**src/rtl/uoi_pkg.sv**
```systemverilog
// Shared types, constants and the control-store program of the odometry integrator.
// Used by uoi_cordic, unicycle_odometry_integrator and the testbench; depends on nothing else.
`default_nettype none

package uoi_pkg;

  // CORDIC start value: the limit gain 0.60725293 in Q2.30.
  localparam longint CORDIC_GAIN_Q30 = 64'sd652032874;

  // round(2^32 / (2*pi)): radians to 2^-32 turns.
  localparam longint RAD_TO_TURN32 = 64'sd683565276;

  // Arctangent of 2^-i in 2^-32 turn units, for i = 0 .. 23.
  localparam int unsigned ATAN_DEPTH = 24;
  localparam longint ATAN_TURN32 [ATAN_DEPTH] = '{
    64'sd536870912, 64'sd316933406, 64'sd167458907, 64'sd85004756, 64'sd42667331,
    64'sd21354465, 64'sd10680862, 64'sd5340245, 64'sd2670163, 64'sd1335087,
    64'sd667544, 64'sd333772, 64'sd166886, 64'sd83443, 64'sd41722,
    64'sd20861, 64'sd10430, 64'sd5215, 64'sd2608, 64'sd1304,
    64'sd652, 64'sd326, 64'sd163, 64'sd81
  };

  // Request codes on the command field.
  localparam logic CMD_SET_VELOCITY = 1'b0;
  localparam logic CMD_STEP         = 1'b1;

  // Control of the CORDIC unit for one step of the program.
  typedef struct packed {
    logic init;    // load the folded heading and the start vector
    logic iter;    // one micro-rotation
    logic negate;  // undo the half-turn fold
  } cordic_ctrl_t;

  // Operand pair routed to the shared multiplier.
  typedef enum logic [2:0] {
    MUL_NONE,
    MUL_DT_SPEED,
    MUL_DT_TURN,
    MUL_DV_COS,
    MUL_DV_SIN,
    MUL_DW_RAD
  } mul_sel_t;

  // How the step counter moves on.
  typedef enum logic [1:0] {
    SEQ_GO,        // go to the target step
    SEQ_WAIT_IN,   // wait for a step request, then go to the target
    SEQ_LOOP,      // repeat until the CORDIC is on its last rotation
    SEQ_WAIT_OUT   // hold until the output register is free
  } seq_t;

  // Program steps.
  typedef enum logic [3:0] {
    ST_IDLE,
    ST_MUL_DV,
    ST_MUL_DW,
    ST_ROTATE,
    ST_NEGATE,
    ST_MUL_COS,
    ST_ADD_X,
    ST_MUL_SIN,
    ST_ADD_Y,
    ST_MUL_TURN,
    ST_ADD_HEAD,
    ST_EMIT
  } step_t;

  // One control word.
  typedef struct packed {
    mul_sel_t     mul_sel;
    logic         ld_dv;
    logic         ld_dw;
    cordic_ctrl_t cordic;
    logic         upd_x;
    logic         upd_y;
    logic         upd_head;
    logic         emit;
    seq_t         seq;
    step_t        target;
  } uword_t;

  // Control store: one word per program step.
  function automatic uword_t ucode(input step_t step);
    uword_t w;
    w = '0;
    w.mul_sel = MUL_NONE;
    w.seq     = SEQ_GO;
    w.target  = ST_IDLE;
    unique case (step)
      ST_IDLE: begin
        w.seq    = SEQ_WAIT_IN;
        w.target = ST_MUL_DV;
      end
      ST_MUL_DV: begin
        w.mul_sel     = MUL_DT_SPEED;
        w.cordic.init = 1'b1;
        w.target      = ST_MUL_DW;
      end
      ST_MUL_DW: begin
        w.mul_sel = MUL_DT_TURN;
        w.ld_dv   = 1'b1;
        w.target  = ST_ROTATE;
      end
      ST_ROTATE: begin
        w.ld_dw       = 1'b1;
        w.cordic.iter = 1'b1;
        w.seq         = SEQ_LOOP;
        w.target      = ST_NEGATE;
      end
      ST_NEGATE: begin
        w.cordic.negate = 1'b1;
        w.target        = ST_MUL_COS;
      end
      ST_MUL_COS: begin
        w.mul_sel = MUL_DV_COS;
        w.target  = ST_ADD_X;
      end
      ST_ADD_X: begin
        w.upd_x  = 1'b1;
        w.target = ST_MUL_SIN;
      end
      ST_MUL_SIN: begin
        w.mul_sel = MUL_DV_SIN;
        w.target  = ST_ADD_Y;
      end
      ST_ADD_Y: begin
        w.upd_y  = 1'b1;
        w.target = ST_MUL_TURN;
      end
      ST_MUL_TURN: begin
        w.mul_sel = MUL_DW_RAD;
        w.target  = ST_ADD_HEAD;
      end
      ST_ADD_HEAD: begin
        w.upd_head = 1'b1;
        w.target   = ST_EMIT;
      end
      ST_EMIT: begin
        w.emit   = 1'b1;
        w.seq    = SEQ_WAIT_OUT;
        w.target = ST_IDLE;
      end
      default: begin
        w.target = ST_IDLE;
      end
    endcase
    return w;
  endfunction

endpackage

`default_nettype wire

```
**src/rtl/unicycle_odometry_integrator.sv**
```systemverilog
// Top level of the unicycle dead-reckoning integrator: control store sequencer and datapath.
// Depends on uoi_pkg and instantiates uoi_cordic.
`default_nettype none

// A request with command 0 stores the forward speed and yaw rate and gives no result;
// the sequencer stays ready for the next request. A request with command 1 applies
// one Euler step to the pose using the heading from before the step and gives one
// result: position in Q16.16 (saturating), the wrapped 16-bit heading and the stored
// velocities. A step request keeps the sequencer busy until it is done, so no new
// request is taken meanwhile; the CORDIC rotations, one per cycle, and five passes
// through a single shared 32x32 multiplier set how long that takes. The result sits
// in an output register, so the next request is taken while it waits; a step that
// finishes while an earlier result is still unread holds in its emit step until that
// result is taken.
module unicycle_odometry_integrator #(
  parameter int CORDIC_STEPS = 16,
  parameter int ANGLE_BITS   = 16
) (
  input  wire                clk,
  input  wire                rst,
  input  wire                in_valid,
  output logic               in_ready,
  input  wire  logic         command,
  input  wire  logic signed [15:0] linear_speed,
  input  wire  logic signed [15:0] turn_rate,
  input  wire  logic [15:0]  step_dt,
  output logic               out_valid,
  input  wire                out_ready,
  output logic signed [31:0] pos_x,
  output logic signed [31:0] pos_y,
  output logic [15:0]        heading,
  output logic signed [15:0] speed_out,
  output logic signed [15:0] turn_out
);
  import uoi_pkg::*;

  localparam logic signed [33:0] POS_MAX = 34'sd2147483647;
  localparam logic signed [33:0] POS_MIN = -34'sd2147483648;
  localparam logic signed [63:0] POS_RND = 64'sd1 <<< 37;
  localparam logic signed [63:0] HEAD_RND = 64'sd1 <<< 39;

  // Sequencer.
  step_t  step;
  step_t  step_next;
  uword_t uw;

  // Architectural state.
  logic signed [31:0] x_position;
  logic signed [31:0] y_position;
  logic [15:0]        heading_angle;
  logic signed [15:0] speed_store;
  logic signed [15:0] turn_store;

  // Working registers.
  logic [15:0]        dt;
  logic signed [31:0] dv;
  logic signed [31:0] dw;
  logic signed [63:0] prod;

  logic               accept;
  logic               out_free;
  logic               cordic_last;
  logic signed [31:0] cos_q30;
  logic signed [31:0] sin_q30;
  logic signed [31:0] mul_a;
  logic signed [31:0] mul_b;
  logic signed [63:0] pos_round;
  logic signed [63:0] pos_delta;
  logic signed [33:0] pos_sum;
  logic signed [31:0] pos_sat;
  logic signed [63:0] head_round;
  logic signed [63:0] head_units;

  uoi_cordic #(
    .CORDIC_STEPS (CORDIC_STEPS),
    .ANGLE_BITS   (ANGLE_BITS)
  ) u_cordic (
    .clk     (clk),
    .rst     (rst),
    .ctrl    (uw.cordic),
    .angle   (heading_angle),
    .cos_q30 (cos_q30),
    .sin_q30 (sin_q30),
    .last    (cordic_last)
  );

  // Control word of the current step; no request is taken while in reset.
  always_comb begin
    uw       = ucode(step);
    in_ready = !rst && (uw.seq == SEQ_WAIT_IN);
    accept   = in_valid && in_ready;
    out_free = !out_valid || out_ready;
  end

  // Next step.
  always_comb begin
    step_next = step;
    unique case (uw.seq)
      SEQ_GO:       step_next = uw.target;
      SEQ_WAIT_IN:  if (accept && command == CMD_STEP) step_next = uw.target;
      SEQ_LOOP:     if (cordic_last) step_next = uw.target;
      SEQ_WAIT_OUT: if (out_free) step_next = uw.target;
      default:      step_next = ST_IDLE;
    endcase
  end

  always_ff @(posedge clk) begin
    if (rst) begin
      step <= ST_IDLE;
    end else begin
      step <= step_next;
    end
  end

  // Shared multiplier operand selection.
  always_comb begin
    mul_a = '0;
    mul_b = '0;
    unique case (uw.mul_sel)
      MUL_DT_SPEED: begin
        mul_a = {16'b0, dt};
        mul_b = 32'(speed_store);
      end
      MUL_DT_TURN: begin
        mul_a = {16'b0, dt};
        mul_b = 32'(turn_store);
      end
      MUL_DV_COS: begin
        mul_a = dv;
        mul_b = cos_q30;
      end
      MUL_DV_SIN: begin
        mul_a = dv;
        mul_b = sin_q30;
      end
      MUL_DW_RAD: begin
        mul_a = dw;
        mul_b = 32'(RAD_TO_TURN32);
      end
      default: begin
        mul_a = '0;
        mul_b = '0;
      end
    endcase
  end

  // Product, time-scaled velocities and the step time.
  always_ff @(posedge clk) begin
    if (uw.mul_sel != MUL_NONE) begin
      prod <= mul_a * mul_b;
    end
    if (uw.ld_dv) begin
      dv <= prod[31:0];
    end
    if (uw.ld_dw) begin
      dw <= prod[31:0];
    end
    if (accept && command == CMD_STEP) begin
      dt <= step_dt;
    end
  end

  // Rounded displacement added to x or y with saturation.
  always_comb begin
    pos_round = prod + POS_RND;
    pos_delta = pos_round >>> 38;
    pos_sum   = (uw.upd_y ? 34'(y_position) : 34'(x_position)) + pos_delta[33:0];
    if (pos_sum > POS_MAX) begin
      pos_sat = POS_MAX[31:0];
    end else if (pos_sum < POS_MIN) begin
      pos_sat = POS_MIN[31:0];
    end else begin
      pos_sat = pos_sum[31:0];
    end
    head_round = prod + HEAD_RND;
    head_units = head_round >>> 40;
  end

  // Pose and stored velocities.
  always_ff @(posedge clk) begin
    if (rst) begin
      x_position    <= '0;
      y_position    <= '0;
      heading_angle <= '0;
      speed_store   <= '0;
      turn_store    <= '0;
    end else begin
      if (accept && command == CMD_SET_VELOCITY) begin
        speed_store <= linear_speed;
        turn_store  <= turn_rate;
      end
      if (uw.upd_x) begin
        x_position <= pos_sat;
      end
      if (uw.upd_y) begin
        y_position <= pos_sat;
      end
      if (uw.upd_head) begin
        heading_angle <= heading_angle + head_units[15:0];
      end
    end
  end

  // Output register.
  always_ff @(posedge clk) begin
    if (rst) begin
      out_valid <= 1'b0;
    end else if (uw.emit && out_free) begin
      out_valid <= 1'b1;
    end else if (out_ready) begin
      out_valid <= 1'b0;
    end
  end

  always_ff @(posedge clk) begin
    if (uw.emit && out_free) begin
      pos_x     <= x_position;
      pos_y     <= y_position;
      heading   <= heading_angle;
      speed_out <= speed_store;
      turn_out  <= turn_store;
    end
  end

endmodule

`default_nettype wire

```
**src/rtl/uoi_cordic.sv**
```systemverilog
// Iterative rotation-mode CORDIC giving cos and sin of a 16-bit binary angle in Q2.30.
// Depends on uoi_pkg for the arctangent table, the gain and the control struct.
`default_nettype none

module uoi_cordic #(
  parameter int CORDIC_STEPS = 16,
  parameter int ANGLE_BITS   = 16
) (
  input  wire                          clk,
  input  wire                          rst,
  input  wire  uoi_pkg::cordic_ctrl_t  ctrl,
  input  wire  logic [15:0]            angle,
  output logic signed [31:0]           cos_q30,
  output logic signed [31:0]           sin_q30,
  output logic                         last
);
  import uoi_pkg::*;

  localparam int ZW     = ANGLE_BITS + 2;
  localparam int ITER_W = $clog2(CORDIC_STEPS);
  localparam int IDX_W  = $clog2(ATAN_DEPTH);
  localparam logic signed [ZW-1:0] QUARTER = ZW'(1 << (ANGLE_BITS - 2));
  localparam logic signed [ZW-1:0] HALF    = ZW'(1 << (ANGLE_BITS - 1));
  localparam longint ATAN_RND = 64'sd1 <<< (31 - ANGLE_BITS);

  logic signed [33:0]   x;
  logic signed [33:0]   y;
  logic signed [ZW-1:0] z;
  logic                 negate;
  logic [ITER_W-1:0]    iter;

  logic [39:0]          angle_wide;
  logic [ANGLE_BITS-1:0] angle_scaled;
  logic signed [ZW-1:0] z_start;
  logic signed [ZW-1:0] z_folded;
  logic                 fold;
  logic signed [63:0]   atan_full;
  logic signed [ZW-1:0] atan_step;
  logic signed [33:0]   dx;
  logic signed [33:0]   dy;

  // Scale the heading to the angle datapath and fold it into a quarter turn either side.
  always_comb begin
    angle_wide   = {angle, 24'b0};
    angle_scaled = angle_wide[39 -: ANGLE_BITS];
    z_start      = {{2{angle_scaled[ANGLE_BITS-1]}}, angle_scaled};
    fold         = 1'b0;
    z_folded     = z_start;
    if (z_start > QUARTER) begin
      z_folded = z_start - HALF;
      fold     = 1'b1;
    end else if (z_start < -QUARTER) begin
      z_folded = z_start + HALF;
      fold     = 1'b1;
    end
  end

  // Arctangent of this rotation, rounded to the angle resolution.
  always_comb begin
    atan_full = (ATAN_TURN32[IDX_W'(iter)] + ATAN_RND) >>> (32 - ANGLE_BITS);
    atan_step = atan_full[ZW-1:0];
    dx        = y >>> iter;
    dy        = x >>> iter;
  end

  // Vector, residual angle and fold flag.
  always_ff @(posedge clk) begin
    if (ctrl.init) begin
      x      <= 34'(CORDIC_GAIN_Q30);
      y      <= '0;
      z      <= z_folded;
      negate <= fold;
    end else if (ctrl.iter) begin
      if (!z[ZW-1]) begin
        x <= x - dx;
        y <= y + dy;
        z <= z - atan_step;
      end else begin
        x <= x + dx;
        y <= y - dy;
        z <= z + atan_step;
      end
    end else if (ctrl.negate && negate) begin
      x <= -x;
      y <= -y;
    end
  end

  // Rotation counter.
  always_ff @(posedge clk) begin
    if (rst) begin
      iter <= '0;
    end else if (ctrl.init) begin
      iter <= '0;
    end else if (ctrl.iter) begin
      iter <= iter + 1'b1;
    end
  end

  assign last    = (iter == ITER_W'(CORDIC_STEPS - 1));
  assign cos_q30 = x[31:0];
  assign sin_q30 = y[31:0];

endmodule

`default_nettype wire

```
**config.mk**
```make
export PLATFORM = sky130hd
export DESIGN_NAME = unicycle_odometry_integrator
export DESIGN_NICKNAME = d
export VERILOG_FILES = /design/src/rtl/uoi_pkg.sv /design/src/rtl/unicycle_odometry_integrator.sv /design/src/rtl/uoi_cordic.sv
export SDC_FILE = /design/constraint.sdc
export NUM_CORES = 2
export LEC_CHECK = 0
export BUFFER_PORTS_ARGS = -buffer_cell sky130_fd_sc_hd__buf_2
export CORE_MARGIN = 3
export CORE_UTILIZATION = 50
export CTS_BUF_LIST = sky130_fd_sc_hd__clkbuf_4 sky130_fd_sc_hd__clkbuf_8
export CTS_CLUSTER_DIAMETER = 200
export DETAILED_ROUTE_END_ITERATION = 10
export PLACE_DENSITY_LB_ADDON = 0.3
export SYNTH_ARGS = -nofsm -noshare
export SYNTH_HDL_FRONTEND = slang
export SYNTH_SLANG_ARGS = --single-unit
```
**constraint.sdc**
```tcl
create_clock -name clk -period 11.05 [get_ports clk]
set_input_delay 2.21 -clock clk [delete_from_list [all_inputs] [get_ports clk]]
set_output_delay 2.21 -clock clk [all_outputs]
set_load 0.02 [all_outputs]
```
# ---- Word level (Yosys, flattened, before mapping)
# Memories as Yosys holds them, arrays and structs flattened.
# Cells that the tools add are included.
dict set report totals {
  mem_bits_rw 0
  out_inout_bits 114
  latchBits 0
  romBits 2048
  input_bits 53
  word_cells 126
  ff_bits 464
  memories 1
}
dict set report op_classes {
  reduce_logical 19
  add_sub_neg 16
  n_eq_ne 23
  mux 36
  n_shift 2
  n_div 0
  bitwise_logic 2
  mul 1
  magnitude_cmp 5
}
# name words width read_ports rd_ports_with_merged_regs write_ports line_no
set mem_list {}
lappend mem_list {{(name not given)} 32 64 1 0 0 uoi_cordic.sv:60} ;# atan_full = (ATAN_TURN32[IDX_W'(iter)] + ATAN_RND) >>> (32 - ANGLE_BITS);
# operator count
set ops {}
lappend ops {{two-way mux 34 bit} 9}
lappend ops {{one-hot mux 32 bit (5 select lines)} 1}
lappend ops {{adder 34 bit} 3}
lappend ops {{one-hot mux 32 bit (3 select lines)} 1}
lappend ops {{two-way mux 18 bit} 5}
lappend ops {{negator 34 bit} 2}
lappend ops {{>>> shifter 34 x 4 -> 34 bit} 2}
lappend ops {{subtractor 34 bit} 2}
lappend ops {{adder 64 x 39 -> 64 bit, second input constant} 1}
lappend ops {{multiplier 32 x 32 -> 64 bit} 1}
lappend ops {{two-way mux 32 bit} 2}
lappend ops {{adder 56 x 41 -> 56 bit, second input constant} 1}
lappend ops {{one-hot mux 4 bit (11 select lines)} 1}
lappend ops {{adder 34 x 17 -> 34 bit, second input constant} 1}
lappend ops {{> comparator 34 x 32 -> 1 bit, second input constant} 1}
lappend ops {{less-than comparator 34 x 32 -> 1 bit, second input constant} 1}
lappend ops {{== test 4 bit, second input constant} 5}
lappend ops {{adder 16 x 17 -> 18 bit, second input constant} 1}
lappend ops {{adder 18 bit} 1}
lappend ops {{subtractor 16 x 17 -> 18 bit, second input constant} 1}
lappend ops {{subtractor 18 bit} 1}
lappend ops {{adder 16 bit} 1}
lappend ops {{== test 4 x 3 -> 1 bit, second input constant} 4}
lappend ops {{> comparator 16 bit, second input constant} 1}
lappend ops {{28 further kinds} 55}

# ---- Logic depth before layout (Yosys ltp)
dict set report depth {
  word_depth 9
  depth_mapped 39
  mapped_depth_nobuf 34
}

# ---- By module
# A second synthesis with hierarchy kept.
dict set report unflattened {
  hier_cells 7346
  hier_area_um2 67304.6
}
# mod seq_area_each_um2 n_inst area_per_inst_um2 cells_each
set by_module_without_submodules {}
lappend by_module_without_submodules {unicycle_odometry_integrator 9879.5 1 52008.6 5359}
lappend by_module_without_submodules {uoi_cordic 2011.9 1 15295.9 1987}

# ---- Worst setup path before layout
# No wires, ideal clock.
dict set report synth_timing {
  kind {input to register}
  start {input out_ready}
  end {register heading[0], enable pin}
  path_buffers 0
  arrival_ns 9.865
  cell_stages 2
  slack_ns 0.464
  setup_ns 0.721
  required_time_ns 10.329
  path_cell_list {nor2b_1 nor3_1}
}
dict set report synth_via {
  elab_chain_cells 2
}
# element line_no
set synth_lines {}
lappend synth_lines {{start: declaration} unicycle_odometry_integrator.sv:28} ;# input wire out_ready,
lappend synth_lines {{logical OR 1 bit} unicycle_odometry_integrator.sv:92} ;# out_free = !out_valid || out_ready;
lappend synth_lines {{logical AND 1 bit} unicycle_odometry_integrator.sv:216} ;# if (uw.emit && out_free) begin
lappend synth_lines {{end signal: assignment} unicycle_odometry_integrator.sv:219} ;# heading <= heading_angle;
lappend synth_lines {{end: declaration} unicycle_odometry_integrator.sv:31} ;# output logic [15:0] heading,
# Every way passes these cells.
# A chain may end at the register's enable or synchronous reset.

# ---- Final worst setup path
dict set report layout_timing {
  start {register step[0]}
  end {register prod[59], data pin}
}
dict set report layout_via {
  elab_chain_cells 6
  word_cells_on_any_way 16
  cone_classes {mul: 1; eq/ne: 10; mux: 3; reduce/logical: 2}
}
# element line_no
set layout_lines {}
lappend layout_lines {{start: declaration} unicycle_odometry_integrator.sv:43} ;# step_t step;
lappend layout_lines {{start signal: assignment} unicycle_odometry_integrator.sv:111} ;# step <= step_next;
lappend layout_lines {{== test 4 bit (tied with other cells)} uoi_pkg.sv:89} ;# unique case (step)
lappend layout_lines {{one-hot mux 3 bit (5 select lines) (*)} uoi_pkg.sv:89}
lappend layout_lines {{== test 3 bit (tied with other cells)} unicycle_odometry_integrator.sv:119} ;# unique case (uw.mul_sel)
lappend layout_lines {{OR reduction 2 bit (no line)} --}
lappend layout_lines {{one-hot mux 32 bit (3 select lines)} unicycle_odometry_integrator.sv:119}
lappend layout_lines {{multiplier 32 x 32 -> 64 bit (*)} unicycle_odometry_integrator.sv:150} ;# prod <= mul_a * mul_b;
lappend layout_lines {{end signal: assignment} unicycle_odometry_integrator.sv:150}
lappend layout_lines {{end: declaration} unicycle_odometry_integrator.sv:58} ;# logic signed [63:0] prod;
# Every way passes the cells marked *; elsewhere a longest branch is shown, timed or not.

==> metrics.csv <==
metric,value,unit
status,finished clean,
antenna_found_initial,4,
gr-total-overflow,0,
cpPeakStageDelay,0.84,ns
crit_path_top_delay_cell,and2_1,
hold_viol_final,0,
fin_tns_setup,0,ns
worstHoldPathType,flip-flop to flip-flop,
htree_levels,3,
drt_drc_violations_left,0,
clk_latency,0.86,ns
cts_hold_buf,0,
syn2layout_area_growth,7.878,%
fill_cells,11780,
drive_gt1_share,9.151,%
min_from,prod[13]$_DFFE_PP_,
grt_pass1_wl,333800,um
reg2reg_depth,31,
timing.rr.start,step[0]$_SDFFE_PP0P_,
first_global_vias,55050,
place_area,68680,um^2
dieArea,135300,um^2
synth.area.top_cells,"fa_1 33%, edfxtp_1 12%, ha_1 6.2%, inv_1 6.0%, dfxtp_1 5.8%",
min_period,10.72,ns
dp_cells,8939,
final_core_util,54.40,%
cts_buffer_depth,3,
rows,132,
worstPathArrival,11.31,ns
cts-buffers-inserted,84,
setup_violations,0,
crit_top_cell,fa_1,
yosys.area.top_type,fa_1,
cp_max_fo,20,
clkSinkCount,459,
vias,53770,
yosys.cell_types.count,90,
instances_no_fill,9098,
holdWs,0.4396,ns
dp_hpwl,170500,um
clkTransAtPathRegs,0.06,ns
stdcell_area,70620,um^2
avgSynthCellArea,9.041,um^2
ys_ff_latch,459,
nets,8750,
r2r_slack,0.33,ns
multi_input_area,48150,um^2
synth_cells,7241,
grt_max_degree,98,
clock-root-buffer,clkbuf_8,
synth_edf_count,270,
whs_path_depth,0,
io_buffer_count,166,
initial_core_util,50.43,%
synth_warnings,0,
synth_nets,8708,
critPathKind,flip-flop to flip-flop,
cp.required,11.64,ns
core_area,129800,um^2
track_usage,32.39,%
syn-cell-area,65470,um^2
die_w,367.8,um
wire_per_inst,23.90,um
worst_pin_slew,1.424,ns
p_leak,32.17,nW
ys_seq_area_share,18.16,%
ant_nets,0,
ys.flop_type,edfxtp_1,
setup_ws,0.3267,ns
avgViaCountPerCell,5.910,
holdPathEnd,dv[13]$_DFFE_PP_,
power_density,168.0,nW/um^2
reg2reg_to,prod[59]$_DFFE_PP_,
first_pass_iters,6,
cts_tree,built,
die_h,367.8,um
post-place-ws,-0.03336,ns
post-route-period-util,97.04,%
power.total,11.86,mW
irDropWorstVdd,0.1513,mV
seq_area,11900,um^2
clock_skew,0.1026,ns
post-cts-setup-buffers,0,
yosysTopAreaCellShare,33.24,%
slew_headroom,4.958,%
drtIter0Drc,5338,
drt-total-wl,217400,um
fmax,93.25,MHz
rsz0062_at_grt,false,
async_flop_share,0,%
end_kind,flip-flop,
place.gp.congestion,1.000,
critPathLaunchType,flip-flop,
cap_viol_max_count,0,
num_io_pins,167,
final-max-slew-violation-count,0,
worst max-delay path by stage:
stage | from | to | slack, ns
3_5_place_dp | step[0]$_SDFFE_PP0P_ | prod[59]$_DFFE_PP_ | -0.03
4_1_cts | step[0]$_SDFFE_PP0P_ | prod[59]$_DFFE_PP_ | 0.26
3_3_place_gp | step[0]$_SDFFE_PP0P_ | prod[59]$_DFFE_PP_ | 0.03
6_report | step[0]$_SDFFE_PP0P_ | prod[59]$_DFFE_PP_ | 0.33
5_1_grt | step[3]$_SDFFE_PP0P_ | prod[59]$_DFFE_PP_ | 0.03
2_1_floorplan | out_ready | heading[0]$_DFFE_PP_ | 0.46
synthesized netlist by cell type (all sizes together), types with 10 or more instances:
master  number
or2         24
a21oi      358
a22o        20
o21ai      176
a221oi      27
nand2     1006
nor2b       31
mux4        44
or4         11
and2        45
a31oi       58
nor2       825
a221o       22
mux2i       77
o221ai      10
clkbuf     333
nor3        54
nand3       76
o22ai       23
inv       1056
o21a        31
and3        39
o31ai       19
nand2b      34
nand4       37
buf         87
or3         20
mux2        32
o21bai      42
o41ai       16
nor4        19
fa        1087
edfxtp     270
a211oi     102
xnor2      226
ha         327
xor2       119
a21o        99
dfxtp      189
o211ai      24
a22oi       57
metal layers:
layer	GRT usage (%)	part of all wire (%)	vias up	wire length (um)
li1	-	-	23440	-
met5	0.3917	0.058	-	126
met3	7.449	10	677	22320
met1	42.86	39	26730	85370
met2	49.65	44	2921	95870
met4	17.12	6.3	8	13770
cell families (layout without fill, tap and decap cells):
group           count (synthesis)  in the layout  synth area share, %
simple gates                 2251           2251                14.46
fa+ha+maj                    1414           1414                39.49
mux                           153            153                3.339
compound gates               1141           1141                11.27
other cells                     0              2                    0
xor+xnor                      345            345                4.616
flops                         459            459                18.16
buf+inv                      1478           1591                8.662
what timing repair did:
item / in CTS / in global routing
gates resized for setup: 1 / 4
pin swaps: 0 / 0
endpoints found under the hold margin: 0 / 0
endpoints found under the setup margin: 1 / 4
layout by cell type, fill, tap and decap left out, types with 49 or more instances in the layout:
cell type	n
fa_1	1087
inv_1	1053
nand2_1	1004
nor2_1	817
a21oi_1	357
ha_1	327
edfxtp_1	270
xnor2_1	226
buf_4	205
dfxtp_1	185
o21ai_0	172
buf_2	165
xor2_1	119
a211oi_1	101
a21o_1	99
clkbuf_8	94
mux2i_1	77
nand3_1	76
a31oi_1	58
a22oi_1	57
nor3_1	49
power by group:
group          internal [mW]  leakage [nW]  switching [mW]
Sequential              2.31          4.06           0.484
Clock                   1.07          1.02           0.846
Combinational           2.73          27.1            4.42
Total                   6.12          32.2            5.75
critical path, delay by kind of cell (launching register included):
family          cells  cell delay [ns]
xor+xnor            1             0.14
simple gates        6             1.84
compound gates      9             3.34
buf+inv             6             0.65
fa+ha+maj           9             3.99
flops               1             0.57
state kept, by name (all words and copies together) (netlist names), 4 cells and up:
register	cells
dt	16
dv	32
dw	32
heading	16
heading_angle	16
pos_x	32
pos_y	32
prod	59
speed_out	16
speed_store	16
step	4
turn_out	16
turn_store	16
u_cordic.iter	4
u_cordic.x	34
u_cordic.y	34
u_cordic.z	18
x_position	32
y_position	32
final cells by class:
cell class                 count  share of cell area (%)
multi-input combinational   5304                   68.18
sequential                   459                   16.85
inverter                    1058                   5.627
timing repair buffer         376                   3.518
tap                         1742                   3.086
clock buffer                 118                   2.087
clock inverter                39                  0.6413
antenna                        2                0.007087
Note: power is estimated with default switching activity, not from simulation.
